### config.mk
export PLATFORM = sky130hd
export DESIGN_NAME = bbd_csr
export DESIGN_NICKNAME = d
export VERILOG_FILES = /design/src/rtl/core/bbd_pkg.sv /design/src/rtl/core/bbd_csr.sv
export SDC_FILE = /design/constraint.sdc
export NUM_CORES = 1
export LEC_CHECK = 0
export BUFFER_PORTS_ARGS = -buffer_cell sky130_fd_sc_hd__buf_2
export CORE_UTILIZATION = 35
export DETAILED_ROUTE_END_ITERATION = 6
export GPL_TIMING_DRIVEN = 1
export PLACE_DENSITY = 0.76
export SLEW_MARGIN = 20
export SYNTH_ARGS = -nofsm -noshare
export SYNTH_HDL_FRONTEND = slang
export SYNTH_SLANG_ARGS = --single-unit
### constraint.sdc
create_clock -name clock -period 1 [get_ports clock]
set_input_delay 0.1 -clock clock [delete_from_list [all_inputs] [get_ports clock]]
set_output_delay 0.1 -clock clock [all_outputs]
set_load 0.01 [all_outputs]
### src/rtl/core/bbd_pkg.sv
// ----------------------------------------------------------------------------
// bbd_pkg
// Shared types and constants of the BGGR bilinear demosaic.
// ----------------------------------------------------------------------------
package bbd_pkg;

   localparam int PIX_W   = 8;     // raw and colour sample width
   localparam int DIM_W   = 13;    // width/height register width
   localparam int POS_W   = 12;    // row/column index width on the result
   localparam int ADDR_W  = 3;     // byte address of the register file
   localparam int DATA_W  = 32;

   localparam logic [DIM_W-1:0] DIM_MIN        = 13'd3;
   localparam logic [DIM_W-1:0] HEIGHT_MAX     = 13'd4096;
   localparam logic [DIM_W-1:0] WIDTH_RESET    = 13'd640;
   localparam logic [DIM_W-1:0] HEIGHT_RESET   = 13'd480;

   // register index, taken from paddr[2]
   typedef enum logic {
      REG_IMAGE_WIDTH  = 1'b0,
      REG_IMAGE_HEIGHT = 1'b1
   } reg_index_type;

   typedef logic [PIX_W-1:0] pixel_type;

   // 3x3 strip minus the newest column: [0..2] column c-2, [3..5] column c-1,
   // each top, middle, bottom
   typedef logic [5:0][PIX_W-1:0] window_type;

   typedef struct packed {
      logic odd_row;
      logic odd_col;
   } site_type;

   typedef struct packed {
      logic [DIM_W-1:0] width;
      logic [DIM_W-1:0] height;
      logic             restart;   // any register write restarts the frame
   } cfg_type;

endpackage

### src/rtl/core/bbd_csr.sv
// ----------------------------------------------------------------------------
// bbd_csr
// APB register file: image width and height.
// ----------------------------------------------------------------------------
module bbd_csr
   import bbd_pkg::*;
(
   input  logic              clock,
   input  logic              reset,
   input  logic              csr_psel,
   input  logic              csr_penable,
   input  logic              csr_pwrite,
   input  logic [ADDR_W-1:0] csr_paddr,
   input  logic [DATA_W-1:0] csr_pwdata,
   output logic [DATA_W-1:0] csr_prdata,
   output logic              csr_pready,
   output cfg_type           cfg
);

   logic [DIM_W-1:0] width_ff, width_in;
   logic [DIM_W-1:0] height_ff, height_in;
   logic             wr_stb;
   reg_index_type    idx;

   assign idx        = reg_index_type'(csr_paddr[2]);
   assign csr_pready = 1'b1;
   assign wr_stb     = csr_psel & csr_penable & csr_pwrite & csr_pready;

   always_comb begin
      width_in  = width_ff;
      height_in = height_ff;
      if (wr_stb) begin
         unique case (idx)
            REG_IMAGE_WIDTH:  width_in  = csr_pwdata[DIM_W-1:0];
            REG_IMAGE_HEIGHT: height_in = csr_pwdata[DIM_W-1:0];
            default: ;
         endcase
      end
   end

   always_ff @(posedge clock) begin
      if (reset) begin
         width_ff  <= WIDTH_RESET;
         height_ff <= HEIGHT_RESET;
      end else begin
         width_ff  <= width_in;
         height_ff <= height_in;
      end
   end

   always_comb begin
      unique case (idx)
         REG_IMAGE_WIDTH:  csr_prdata = DATA_W'(width_ff);
         REG_IMAGE_HEIGHT: csr_prdata = DATA_W'(height_ff);
         default:          csr_prdata = '0;
      endcase
   end

   assign cfg.width   = width_ff;
   assign cfg.height  = height_ff;
   assign cfg.restart = wr_stb;

endmodule

After elaboration in Yosys (flattened, before gate mapping)
Cells that the tools add are included.
{ "word_totals": {"in_bits": 40, "word_cells": 8, "regBits": 26, "out_inout_bits": 60} }
{ "classes": {"bitwise": 3, "mux": 1, "n_reduce_logical": 2} }
{ "ops": {"columns": ["operator", "count"], "rows": [
  ["32-bit case mux with 2 select lines", 1],
  ["2-bit AND reduction", 2],
  ["1-bit bitwise AND", 2],
  ["1-bit NOT", 1]
]} }

Longest topological paths before layout
{ "logic_depth": {"ltp_word": 3, "depth_mapped": 4, "depth_no_buf": 2} }

Worst setup path after synthesis
OpenSTA, ideal clock, no wires.
{ "synth_timing": {"kind": "input-to-reg", "startpoint": "in csr_paddr[2]", "endpoint": "reg width_ff[0]", "setup_slack_ps": 152, "arrival_ps": 776, "required_ps": 928, "setup_time_ps": 72, "stages": 4, "path_buffers": 2, "path_cell_list": "buf_6 -> and4b_1 -> buf_6 -> mux2i_1"} }
{ "synth_via": {"elab_chain_len": 2} }
{ "synth_lines": {"columns": ["item", "line_no", "rtl"], "rows": [
  ["from (decl)", "bbd_csr.sv:13", "input logic [ADDR_W-1:0] csr_paddr,"],
  ["1-bit NOT (no source line)", null, null],
  ["2-bit AND reduction (no source line)", null, null],
  ["to (signal assigned)", "bbd_csr.sv:46", "width_ff <= width_in;"],
  ["to (decl)", "bbd_csr.sv:20", "logic [DIM_W-1:0] width_ff, width_in;"]
]} }
No other way between the ends.
A chain may end at the register's enable or synchronous reset.

Final worst setup path
{ "layout_timing": {"startpoint": "reg height_ff[8]", "endpoint": "out csr_prdata[8]"} }
{ "layout_via": {"elab_chain_len": 1} }
{ "layout_lines": {"columns": ["item", "line_no", "rtl"], "rows": [
  ["from (decl)", "bbd_csr.sv:21", "logic [DIM_W-1:0] height_ff, height_in;"],
  ["from (signal assigned)", "bbd_csr.sv:47", "height_ff <= height_in;"],
  ["32-bit case mux with 2 select lines", "bbd_csr.sv:52", "unique case (idx)"],
  ["to (decl)", "bbd_csr.sv:15", "output logic [DATA_W-1:0] csr_prdata,"]
]} }
No other way between the ends. The select of a mux whose other input is x is not followed.

==> impl_results.md <==
* Final Critical Period at approximately 1.1 ns
* Yosys cell types at 14
* Max Freq at 915.1 MHz
* CP Capture Type: primary output
* First-pass GRT wire length at 5023 um
* Failing checks: negative setup slack
* Die X at 65.98 um
* Synthesized area per cell at around 9.9 um^2
* Worst path max stage delay at 0.34 ns
* Setup WS post-layout at -0.09279 ns
* Max-cap violations at 0
* Share of layout cells above drive strength 1 at 0.5848
* Nets at approximately 270
* Drt wl/cell at 12.03 um
* Peak VDD IR at 442.3 uV
* Placer Congestion at 0.6736
* Post-route insts no fill at 272
* Slew headroom at 0.6190
* H-tree Lvls at 1
* All-Layer GR Usage at 0.1521
* # setup viols final at 13
* Row count at 22
* Syn. warnings at 0
* Util after Layout at 0.5540
* Worst Path Arrival at 0.99 ns
* Worst skew pair latency at 0.26 ns
* FF+latch count, synth at 26
* Via density at 4.467
* I/O pin count at 100
* Slew Viols, Final at 0
* Pin count of the biggest net entering global routing at 44
* Hold Path Class: in -> reg
* Total CTS buffers at 3
* Crit-path slowest cell: dfxtp_2
* Leakage at 1.062 nW
* DPL Wire Length at 2154 um
* Crit path cell chain: mux2_2 -> buf_6
* Number of global-route vias before repair at 1,059
* Crit path launch type: flop
* Post-Route WL at about 3300 um
* Initial antenna violation count at 0
* Clk root buf: clkbuf_8
* Remaining global-route overflow at 0
* WS Path Type: reg -> out
* Starting Density at 0.3771
* Clock-pin slew on the worst setup and hold paths at 0.09 ns
* Clock tree buffer depth at 2
* DR iter-0 viols at 36
* Die area at roughly 4400 um^2
* Clk_skew at 0 ns
* Cells after DPL at around 250
* Die Height at 65.98 um
* Sequential share of the synthesized area at 0.3633
* Drt first pass iters at 4
* Period utilization at 1.093
* Area of placed instances at 1735 um^2
* Port Buffers at 58
* Hold Slack at 0.09153 ns
* Post-synthesis cell area at 1433 um^2
* Core ar. at 3799 um^2
* Place WS at -0.02392 ns
* Buffers & Inverters on Critical Path at 1
* Worst Max-Slew Pin Slew at 0.5715 ns
* Data required, critical path at 0.90 ns
* CTS Sinks at 26
* PwrDens at 1024 nW/um^2
* Unrepaired setup endpoints after global routing: true
* Fin area at around 2100 um^2
* Final-report hold violation count at 0
* Syn Inst Count at 144
* ANT cells at 0
* CP max FO at 2
* CP top delay family: flip-flops
* # DRC at 0
* Synth-to-layout area growth at 46.90%
* CTS tree: built
* Outcome: finished with violations
* Via count at 1,215
* DRT antenna net count at 0
## cells by family after synthesis
logic type	Yosys count	share of synthesized area
buf+inv	29	0.1467
flops	26	0.3633
mux	39	0.2838
other cells	2	0.005242
simple gates	48	0.2009
## synthesized netlist by cell type
cell type / instances / area, um^2
nor2_1: 11 / 41.29
buf_4: 23 / 172.7
and4b_1: 1 / 10.01
clkbuf_1: 4 / 15.01
buf_6: 2 / 22.52
and4_1: 1 / 8.760
nand4b_1: 1 / 8.760
dfxtp_1: 26 / 520.5
nand4_2: 1 / 12.51
mux2i_1: 26 / 260.3
nand2b_1: 32 / 200.2
mux2_2: 13 / 146.4
and3_1: 1 / 6.260
conb_1: 2 / 7.510
## cell type report
cell class                      count  area [um^2]
Tap cell                           48        60.06
Fill cell                         355         1694
Multi-Input combinational cell    107        803.3
Timing Repair Buffer               87        633.1
Sequential cell                    26        553.0
Clock buffer                        4        55.05
## path summary, 6_finish.rpt
path / end / cells after the start / slack [ns] / from
min: width_ff[7] / 3 / 0.09 / csr_pwdata[7]
max reg2reg: height_ff[8] / 3 / 0.25 / height_ff[8]
max: csr_prdata[8] / 2 / -0.09 / height_ff[8]
min reg2reg: width_ff[4] / 2 / 0.48 / width_ff[4]
## report_power, final
part,internal [mW],switching [mW],leakage (nW)
Sequential,1.06,0.0126,0.218
Combinational,0.210,0.188,0.816
Clock,0.352,0.331,0.0288
## registers in the layout (all words and copies together), names as in the netlist
name and count:
height_ff 13, width_ff 13
## routing by layer
metal | up-vias | wire length, um | part of all wire | track usage
met3 | 2 | 159 | 0.049 | 0.02759
met2 | 38 | 1634 | 0.50 | 0.2564
met4 | 0 | 15 | 0.0046 | 0.04521
li1 | 595 | - | - | -
met1 | 580 | 1464 | 0.45 | 0.1956
met5 | - | 0 | 0 | 0
## tightest hold or removal path, cell delays in order
cell	delay (ns)
buf_2	0.07
nor2_1	0.04
mux2i_1	0.11
## what timing repair did
action,in CTS,in global routing
setup buffers,22,1
gates resized for setup,41,6
endpoints found under the setup margin,13,13
hold buffers,0,0
pin swaps,0,0
## through the flow
step	power (mW)	setup TNS, ns
6_report	2.155	-1.084
3_5_place_dp	1.422	-0.1534
5_1_grt	2.266	-1.514
4_1_cts	2.181	-1.198
2_1_floorplan	1.350	0
3_3_place_gp	1.417	-0.02649
## cell usage in the layout (no fill, tap or decap)
cell type / count
and3_1: 1
buf_2: 46
buf_4: 25
mux2_4: 9
and4_1: 1
dfxtp_2: 26
conb_1: 20
buf_12: 4
mux2i_1: 26
buf_6: 12
mux2_2: 4
nand2b_1: 32
nand4b_1: 1
clkbuf_8: 4
and4b_1: 1
nand4_2: 1
nor2_1: 11
Note: power is estimated with default switching activity, not from simulation.
