--- src/rtl/core/bbd_pkg.sv ---
// ----------------------------------------------------------------------------
// bbd_pkg
// Shared types and constants of the BGGR bilinear demosaic.
// ----------------------------------------------------------------------------
package bbd_pkg;

   localparam int PIX_W   = 8;     // raw and colour sample width
   localparam int DIM_W   = 13;    // width/height register width
   localparam int POS_W   = 12;    // row/column index width on the result
   localparam int ADDR_W  = 3;     // byte address of the register file
   localparam int DATA_W  = 32;

   localparam logic [DIM_W-1:0] DIM_MIN        = 13'd3;
   localparam logic [DIM_W-1:0] HEIGHT_MAX     = 13'd4096;
   localparam logic [DIM_W-1:0] WIDTH_RESET    = 13'd640;
   localparam logic [DIM_W-1:0] HEIGHT_RESET   = 13'd480;

   // register index, taken from paddr[2]
   typedef enum logic {
      REG_IMAGE_WIDTH  = 1'b0,
      REG_IMAGE_HEIGHT = 1'b1
   } reg_index_type;

   typedef logic [PIX_W-1:0] pixel_type;

   // 3x3 strip minus the newest column: [0..2] column c-2, [3..5] column c-1,
   // each top, middle, bottom
   typedef logic [5:0][PIX_W-1:0] window_type;

   typedef struct packed {
      logic odd_row;
      logic odd_col;
   } site_type;

   typedef struct packed {
      logic [DIM_W-1:0] width;
      logic [DIM_W-1:0] height;
      logic             restart;   // any register write restarts the frame
   } cfg_type;

endpackage

--- src/rtl/core/bbd_interp.sv ---
// ----------------------------------------------------------------------------
// bbd_interp
// Bilinear colour reconstruction of one centre pixel from its 3x3 strip.
// ----------------------------------------------------------------------------
module bbd_interp
   import bbd_pkg::*;
(
   input  window_type win,
   input  pixel_type  top,    // newest column
   input  pixel_type  mid,
   input  pixel_type  bot,
   input  site_type   site,
   output pixel_type  red,
   output pixel_type  green,
   output pixel_type  blue
);

   logic [PIX_W+1:0] diag_sum, cross_sum;
   logic [PIX_W:0]   horiz_sum, vert_sum;
   pixel_type        diag, cross_mean, horiz, vert, centre;

   // win: 0 top/1 mid/2 bot of column c-2, 3/4/5 of column c-1
   assign diag_sum  = 10'(win[0]) + 10'(top) + 10'(win[2]) + 10'(bot);
   assign cross_sum = 10'(win[3]) + 10'(win[1]) + 10'(mid) + 10'(win[5]);
   assign horiz_sum = 9'(win[1]) + 9'(mid);
   assign vert_sum  = 9'(win[3]) + 9'(win[5]);

   assign diag       = diag_sum[PIX_W+1:2];
   assign cross_mean = cross_sum[PIX_W+1:2];
   assign horiz      = horiz_sum[PIX_W:1];
   assign vert       = vert_sum[PIX_W:1];
   assign centre     = win[4];

   always_comb begin
      unique case ({site.odd_row, site.odd_col})
         2'b00: begin            // blue site
            red = diag;  green = cross_mean;  blue = centre;
         end
         2'b11: begin            // red site
            red = centre; green = cross_mean; blue = diag;
         end
         2'b01: begin            // green on a blue row
            red = vert;  green = centre; blue = horiz;
         end
         default: begin          // green on a red row
            red = horiz; green = centre; blue = vert;
         end
      endcase
   end

endmodule

--- config.mk ---
export PLATFORM = sky130hd
export DESIGN_NAME = bbd_interp
export DESIGN_NICKNAME = d
export VERILOG_FILES = /design/src/rtl/core/bbd_pkg.sv /design/src/rtl/core/bbd_interp.sv
export SDC_FILE = /design/constraint.sdc
export NUM_CORES = 1
export LEC_CHECK = 0
export BUFFER_PORTS_ARGS = -buffer_cell sky130_fd_sc_hd__buf_4
export CAP_MARGIN = 30
export CORE_MARGIN = 1.5
export CORE_UTILIZATION = 51
export DETAILED_ROUTE_END_ITERATION = 8
export PLACE_DENSITY = 0.91
export SYNTH_ARGS = -nofsm -noshare
export SYNTH_HDL_FRONTEND = slang
export SYNTH_SLANG_ARGS = --single-unit
--- constraint.sdc ---
create_clock -name vclk -period 3.4
set_input_delay 0.17 -clock vclk [all_inputs]
set_output_delay 0.17 -clock vclk [all_outputs]
set_load 0.01 [all_outputs]
After elaboration in Yosys (flattened, before gate mapping)
Index checks and enable logic that the tools add are counted.
Widths: inputs -> output; s select.
Storage, ports and cells
  register bits: 0
  bits in latches: 0
  memory bits (writable): 0
  bits in read-only memories: 0
  input port bits: 74
  output and inout bits: 24
  word-level logic and storage cells: 15
  memories: 0
Operators by class
  add/sub/neg operators: 8
  multiply operators: 0
  divide/modulo/power cells: 0
  $lt $le $gt $ge: 0
  equality and inequality tests: 2
  shift operators: 0
  multiplexer cells: 3
  bitwise operators: 0
  reductions and logical operators: 2
Operator list (number)
  $pmux 8 s3: 2
  $add 8x8->9: 4
  $add 10x8->10: 2
  $add 9x8->10: 2
  $mux 8: 1
  $eq 2x1->1 const B: 1
  $eq 2x2->1 const B: 1
  $logic_not 2->1: 1
  $reduce_or 2->1: 1

Logic depth before layout (Yosys ltp)
Gate-level depths: netlist (run 1).
  depth in word-level cells: 4
  depth in mapped cells: 12
  gate-level depth less buffers: 12

Worst setup path before layout (run 1)
Ideal clock, no wire load.
  path type: input-to-output
  start: input port top[2]
  end: output port blue[6]
  data arrival time: 2.834 ns
  data required time: 3.230 ns
  path slack: 0.396 ns
  stages: 10
  buffers on the path: 0
  cells stage by stage: inv_1 fa_1 fa_1 inv_1 ha_1 and4b_1 o31a_4 o41ai_4 xor2_1 a211oi_1
On the way
  word-level cells in the longest chain between the ends: 4
RTL lines
  from (decl): line bbd_interp.sv:9  | input pixel_type top,
  $add 8x8->9: line bbd_interp.sv:23  | assign diag_sum = 10'(win[0]) + 10'(top) + 10'(win[2]) + 10'(bot);
  $add 9x8->10: line bbd_interp.sv:23
  $add 10x8->10: line bbd_interp.sv:23
  $pmux 8 s3: line bbd_interp.sv:35  | unique case ({site.odd_row, site.odd_col})
  to (decl): line bbd_interp.sv:15  | output pixel_type blue
Every way passes these cells.

Worst setup path in the final report (run 1)
  start: input port top[1]
  end: output port red[5]
On the way
  word-level cells in the longest chain between the ends: 4
RTL lines
  $add 8x8->9: line bbd_interp.sv:23
  $add 9x8->10: line bbd_interp.sv:23
  $add 10x8->10: line bbd_interp.sv:23
  $pmux 8 s3: line bbd_interp.sv:35
  to (decl): line bbd_interp.sv:13  | output pixel_type red,
Every way passes these cells.

==> results of run 1 <==
==> worst paths after layout <==
check                 slack (ps)  startpoint       end  depth (start not counted)
worst max-delay path         210      top[1]    red[5]                         15
worst min-delay path         670     win[36]  green[4]                          4
==> metal layers <==
metal	part of all wire, %	vias up
met4	2.5	0
met3	7.1	18
met5	0	-
met2	50	145
met1	40	1408
li1	-	1446
==> cell usage in the layout (no fill, tap or decap), drive strengths merged, types with 7 or more instances in the layout <==
master	n
o21ai	16
nand3	8
a21oi	26
o21a	10
fa	34
buf	100
o31ai	7
inv	85
a31oi	7
ha	32
nor2	23
nand2	18
==> power by group through the flow <==
| stage | clock network [uW] | registers, uW | logic (uW) |
|---|---|---|---|
| after global placement | 0 | 0 | 1050 |
| after global routing | 0 | 0 | 1230 |
| final | 0 | 0 | 1110 |
| after CTS | 0 | 0 | 1090 |
| after detailed placement | 0 | 0 | 1080 |
| after floorplan | 0 | 0 | 733 |
==> layout make-up <==
| cell class | instances | area [um2] | area share [%] |
|---|---|---|---|
| inverter | 85 | 319 | 8.87 |
| multi-input combinational | 272 | 2440 | 67.8 |
| tap | 70 | 87.6 | 2.43 |
| timing repair buffer | 100 | 751 | 20.9 |
==> per-stage QoR <==
stage / area [um2] / worst slack [ps] / TNS [ps] / total power, uW
finish: 3600 / 210 / 0 / 1110
global placement: 3580 / 181 / 0 / 1050
detailed placement: 3580 / 152 / 0 / 1080
CTS: 3580 / 153 / 0 / 1090
floorplan: 2790 / 396 / 0 / 733
global route: 3600 / -7.47 / -7.47 / 1230
==> cells by family (layout without fill, tap and decap cells) <==
family	count (synthesis)	count (layout)	share of synthesized area, %
AO/OA/AOI/OAI	112	112	29.1
XOR/XNOR	11	11	3.46
buffers and inverters	95	185	12.8
adder cells (fa/ha/maj)	66	66	38.8
multiplexers	5	5	1.84
AND/OR/NAND/NOR	78	78	14.0
==> worst min-delay path, delay by kind of cell <==
family,cells,cell delay (ps)
simple gates,1,50
buf+inv,2,230
compound gates,1,60
==> results.sh, run 1 <==
export IMPL_drt_wirelength_per_cell_um=13.9
export IMPL_hp_class="input pin to output pin"
export IMPL_instances_no_fill=527
export IMPL_internal_power_uw=529
export IMPL_cp_num_buf_inv=5
export IMPL_synthesis_nets=507
export IMPL_status="finished clean"
export IMPL_syn2layout_area_growth_pct=29.2
export IMPL_vias_per_cell=5.72
export IMPL_synth_top_area_share_pct=24.4
export IMPL_crit_slowest_cell="fa_1"
export IMPL_use_met3_pct=2.02
export IMPL_grt_pass1_vias=2971
export IMPL_yosysMostFrequentCell="inv_1"
export IMPL_ys_top_cells_by_area="fa_1, ha_1, inv_1, a21oi_1, nor2_1"
export IMPL_min_period_ps=3190
export IMPL_hpwl_um=6260
export IMPL_power_density_nw_per_um2=308
export IMPL_p_sw_uw=580
export IMPL_gr_total_overflow=0
export IMPL_routed_wl_um=7320
export IMPL_synth_area_leader_cell="fa_1"
export IMPL_p_leak_uw=0.00190
export IMPL_ff_latch_area_um2=0
export IMPL_busiest_layer="met2"
export IMPL_hold_ws_ps=674
export IMPL_postLayoutCoreUtil_pct=69.5
export IMPL_use_met1_pct=31.2
export IMPL_use_met2_pct=46.8
export IMPL_power_share_clock_pct=0
export IMPL_tightest_slew_ps=656
export IMPL_rows=26
export IMPL_vias=3017
export IMPL_antenna_found_initial=0
export IMPL_grt_max_degree=19
export IMPL_slew_viol_final=0
export IMPL_setup_violations=0
export IMPL_drtPass1Iterations=4
export IMPL_crit_chain="buf_4, inv_1, fa_1, inv_1, fa_1, nand2_1, nor2_1, fa_1, a21oi_2, o21ai_1, o31ai_1, buf_4, a32oi_1, a31oi_1, buf_4"
export IMPL_critPathKind="input pin to output pin"
export IMPL_syn_area_um2=2790
export IMPL_seq_area_frac_synth_pct=0
export IMPL_die_x_um=76.9
export IMPL_ys_types=56
export IMPL_io_pins=98
export IMPL_crit_family="adder cells"
export IMPL_start_kind="input pin"
export IMPL_die_h_um=76.9
export IMPL_start_util_pct=53.8
export IMPL_layout_drive_gt1_share_pct=24.7
export IMPL_period_share_pct=93.8
export IMPL_clock_buffer_count=0
export IMPL_finalHoldViolations=0
export IMPL_core_um2=5170
export IMPL_ant_nets=0
export IMPL_fmax_mhz=313
export IMPL_cp_max_fo=4
export IMPL_cts_setup_buffers=0
export IMPL_cap_violations=0
export IMPL_avgSynthCellArea_um2=7.59
export IMPL_relSlewSlack_pct=56.3
export IMPL_grt_util_all_layers_pct=25.1
export IMPL_synthCells=367
export IMPL_vdd_drop_max_uv=177
export IMPL_final_nets=599
export IMPL_grt_pass1_wl_um=12500
export IMPL_dp_cells=527
export IMPL_die_area_um2=5910
export IMPL_endpoint_kind="output pin"
export IMPL_gp_congestion=0.860
export IMPL_ys_warn_count=0
export IMPL_max_stage_delay_ps=530
export IMPL_cts_hold_buf=0
export IMPL_n_antenna_cell=0
export IMPL_comb_power_share_pct=100.0
export IMPL_drc=0
export IMPL_nFillCells=426
export IMPL_post_cts_resized=0
export IMPL_drtIter0Drc=184
export IMPL_flops_and_latches=0
export IMPL_sw_frac_of_total_pct=52.3
export IMPL_required_ps=3230
export IMPL_seq_power_share_pct=0
export IMPL_arrival_ps=3020
export IMPL_synth_commonest_cells="inv_1, fa_1, ha_1, a21oi_1, nor2_1"
export IMPL_io_buffers=98
No activity file was read; power rests on OpenSTA's default activity.
==> run 2, diff against run 1 <==
- BUFFER_PORTS_ARGS: -buffer_cell sky130_fd_sc_hd__buf_4 -> -buffer_cell sky130_fd_sc_hd__buf_2
==> run 2 against run 1 <==
Compared with the run above:
- non-clock buffer count unchanged
- first-iteration DRC count down 18%
- cell area shrank 6.7%
==> results.sh, run 2 (synthesized netlist as in run 1, its figures left out) <==
export IMPL_status="finished clean"
export IMPL_syn2layout_area_growth_pct=20.4
export IMPL_grt_pass1_vias=2867
export IMPL_endpoint_kind="output pin"
export IMPL_ant_nets=0
export IMPL_drtPass1Iterations=6
export IMPL_multiInputGateArea_um2=2440
export IMPL_cap_violations=0
export IMPL_critPathKind="input pin to output pin"
export IMPL_layout_common_cells="buf_2, inv_1, fa_1, ha_1, a21oi_1"
export IMPL_n_antenna_cell=0
export IMPL_crit_slowest_cell="fa_1"
export IMPL_layout_drive_gt1_share_pct=24.9
export IMPL_drtIter0Drc=151
export IMPL_finalPower_uw=1040
export IMPL_grt_util_all_layers_pct=24.3
export IMPL_io_buffers=98
export IMPL_design_area_um2=3350
export IMPL_rows=26
export IMPL_period_share_pct=95.9
export IMPL_cts_setup_buffers=0
export IMPL_post_cts_resized=0
export IMPL_use_met3_pct=0.833
export IMPL_max_stage_delay_ps=530
export IMPL_crit_chain="buf_2, inv_1, fa_1, inv_1, fa_1, nand2_1, nor2_1, fa_2, a21oi_2, o21ai_2, o31ai_2, buf_4, a32oi_1, a31oi_1, buf_2"
export IMPL_fmax_mhz=307
export IMPL_start_util_pct=53.8
export IMPL_use_met1_pct=31.0
export IMPL_nFillCells=463
export IMPL_antenna_found_initial=0
export IMPL_relSlewSlack_pct=57.1
export IMPL_power_density_nw_per_um2=310
export IMPL_hp_class="input pin to output pin"
export IMPL_gp_congestion=0.850
export IMPL_vias=2983
export IMPL_die_h_um=76.9
export IMPL_hpwl_um=6050
export IMPL_tightest_slew_ps=644
export IMPL_grt_max_degree=19
export IMPL_die_area_um2=5910
export IMPL_drc=0
export IMPL_io_pins=98
export IMPL_setup_violations=0
export IMPL_finalHoldViolations=0
export IMPL_die_x_um=76.9
export IMPL_final_nets=599
export IMPL_cp_max_fo=4
export IMPL_cts_hold_buf=0
export IMPL_routed_wl_um=7090
export IMPL_drt_wirelength_per_cell_um=13.5
export IMPL_final_common_cell="buf_2"
export IMPL_gr_total_overflow=0
export IMPL_crit_family="adder cells"
export IMPL_use_met2_pct=46.8
export IMPL_flops_and_latches=0
export IMPL_slew_viol_final=0
export IMPL_required_ps=3230
export IMPL_start_kind="input pin"
export IMPL_hold_ws_ps=683
export IMPL_clock_buffer_count=0
export IMPL_busiest_layer="met2"
export IMPL_arrival_ps=3090
export IMPL_vias_per_cell=5.66
export IMPL_vdd_drop_max_uv=165
export IMPL_core_um2=5170
export IMPL_p_leak_uw=0.00182
export IMPL_min_period_ps=3260
export IMPL_ff_latch_area_um2=0
export IMPL_dpl_instance_area_um2=3340
export IMPL_cp_num_buf_inv=5
export IMPL_grt_pass1_wl_um=12200
-- run 2: area by class of cell --
class              count  area share (%)
inverters             85            9.51
well taps             70            2.61
multi-input cells    272            72.8
repair buffers       100            15.1
-- run 2: worst paths after layout --
| check | start | to | slack (ps) | cells after the start |
|---|---|---|---|---|
| setup / recovery | top[1] | red[5] | 140 | 15 |
| hold / removal | win[38] | green[6] | 680 | 4 |
-- run 2: per-layer routing --
layer  part of all wire, %  wire length [um]
met1                    43              3020
met2                    51              3620
met3                   5.7               404
met4                  0.69                49
met5                     0                 0
-- run 2: where the power goes --
group | internal, uW | total (uW) | leakage, uW | switching (uW)
combinational | 468 | 1040 | 0.00182 | 573
clock | 0 | 0 | 0 | 0
sequential | 0 | 0 | 0 | 0
total | 468 | 1040 | 0.00182 | 573
-- run 2: through the flow --
step / utilization (%) / instances / setup WS, ps / TNS, ps
3_5_place_dp: 64.6 / 527 / 80.6 / 0
3_3_place_gp: 64.6 / 527 / 180 / 0
6_report: 64.9 / 527 / 139 / 0
5_1_grt: 64.9 / 527 / -26.4 / -26.4
4_1_cts: 64.6 / 527 / 71.4 / 0
2_1_floorplan: - / 367 / 396 / 0
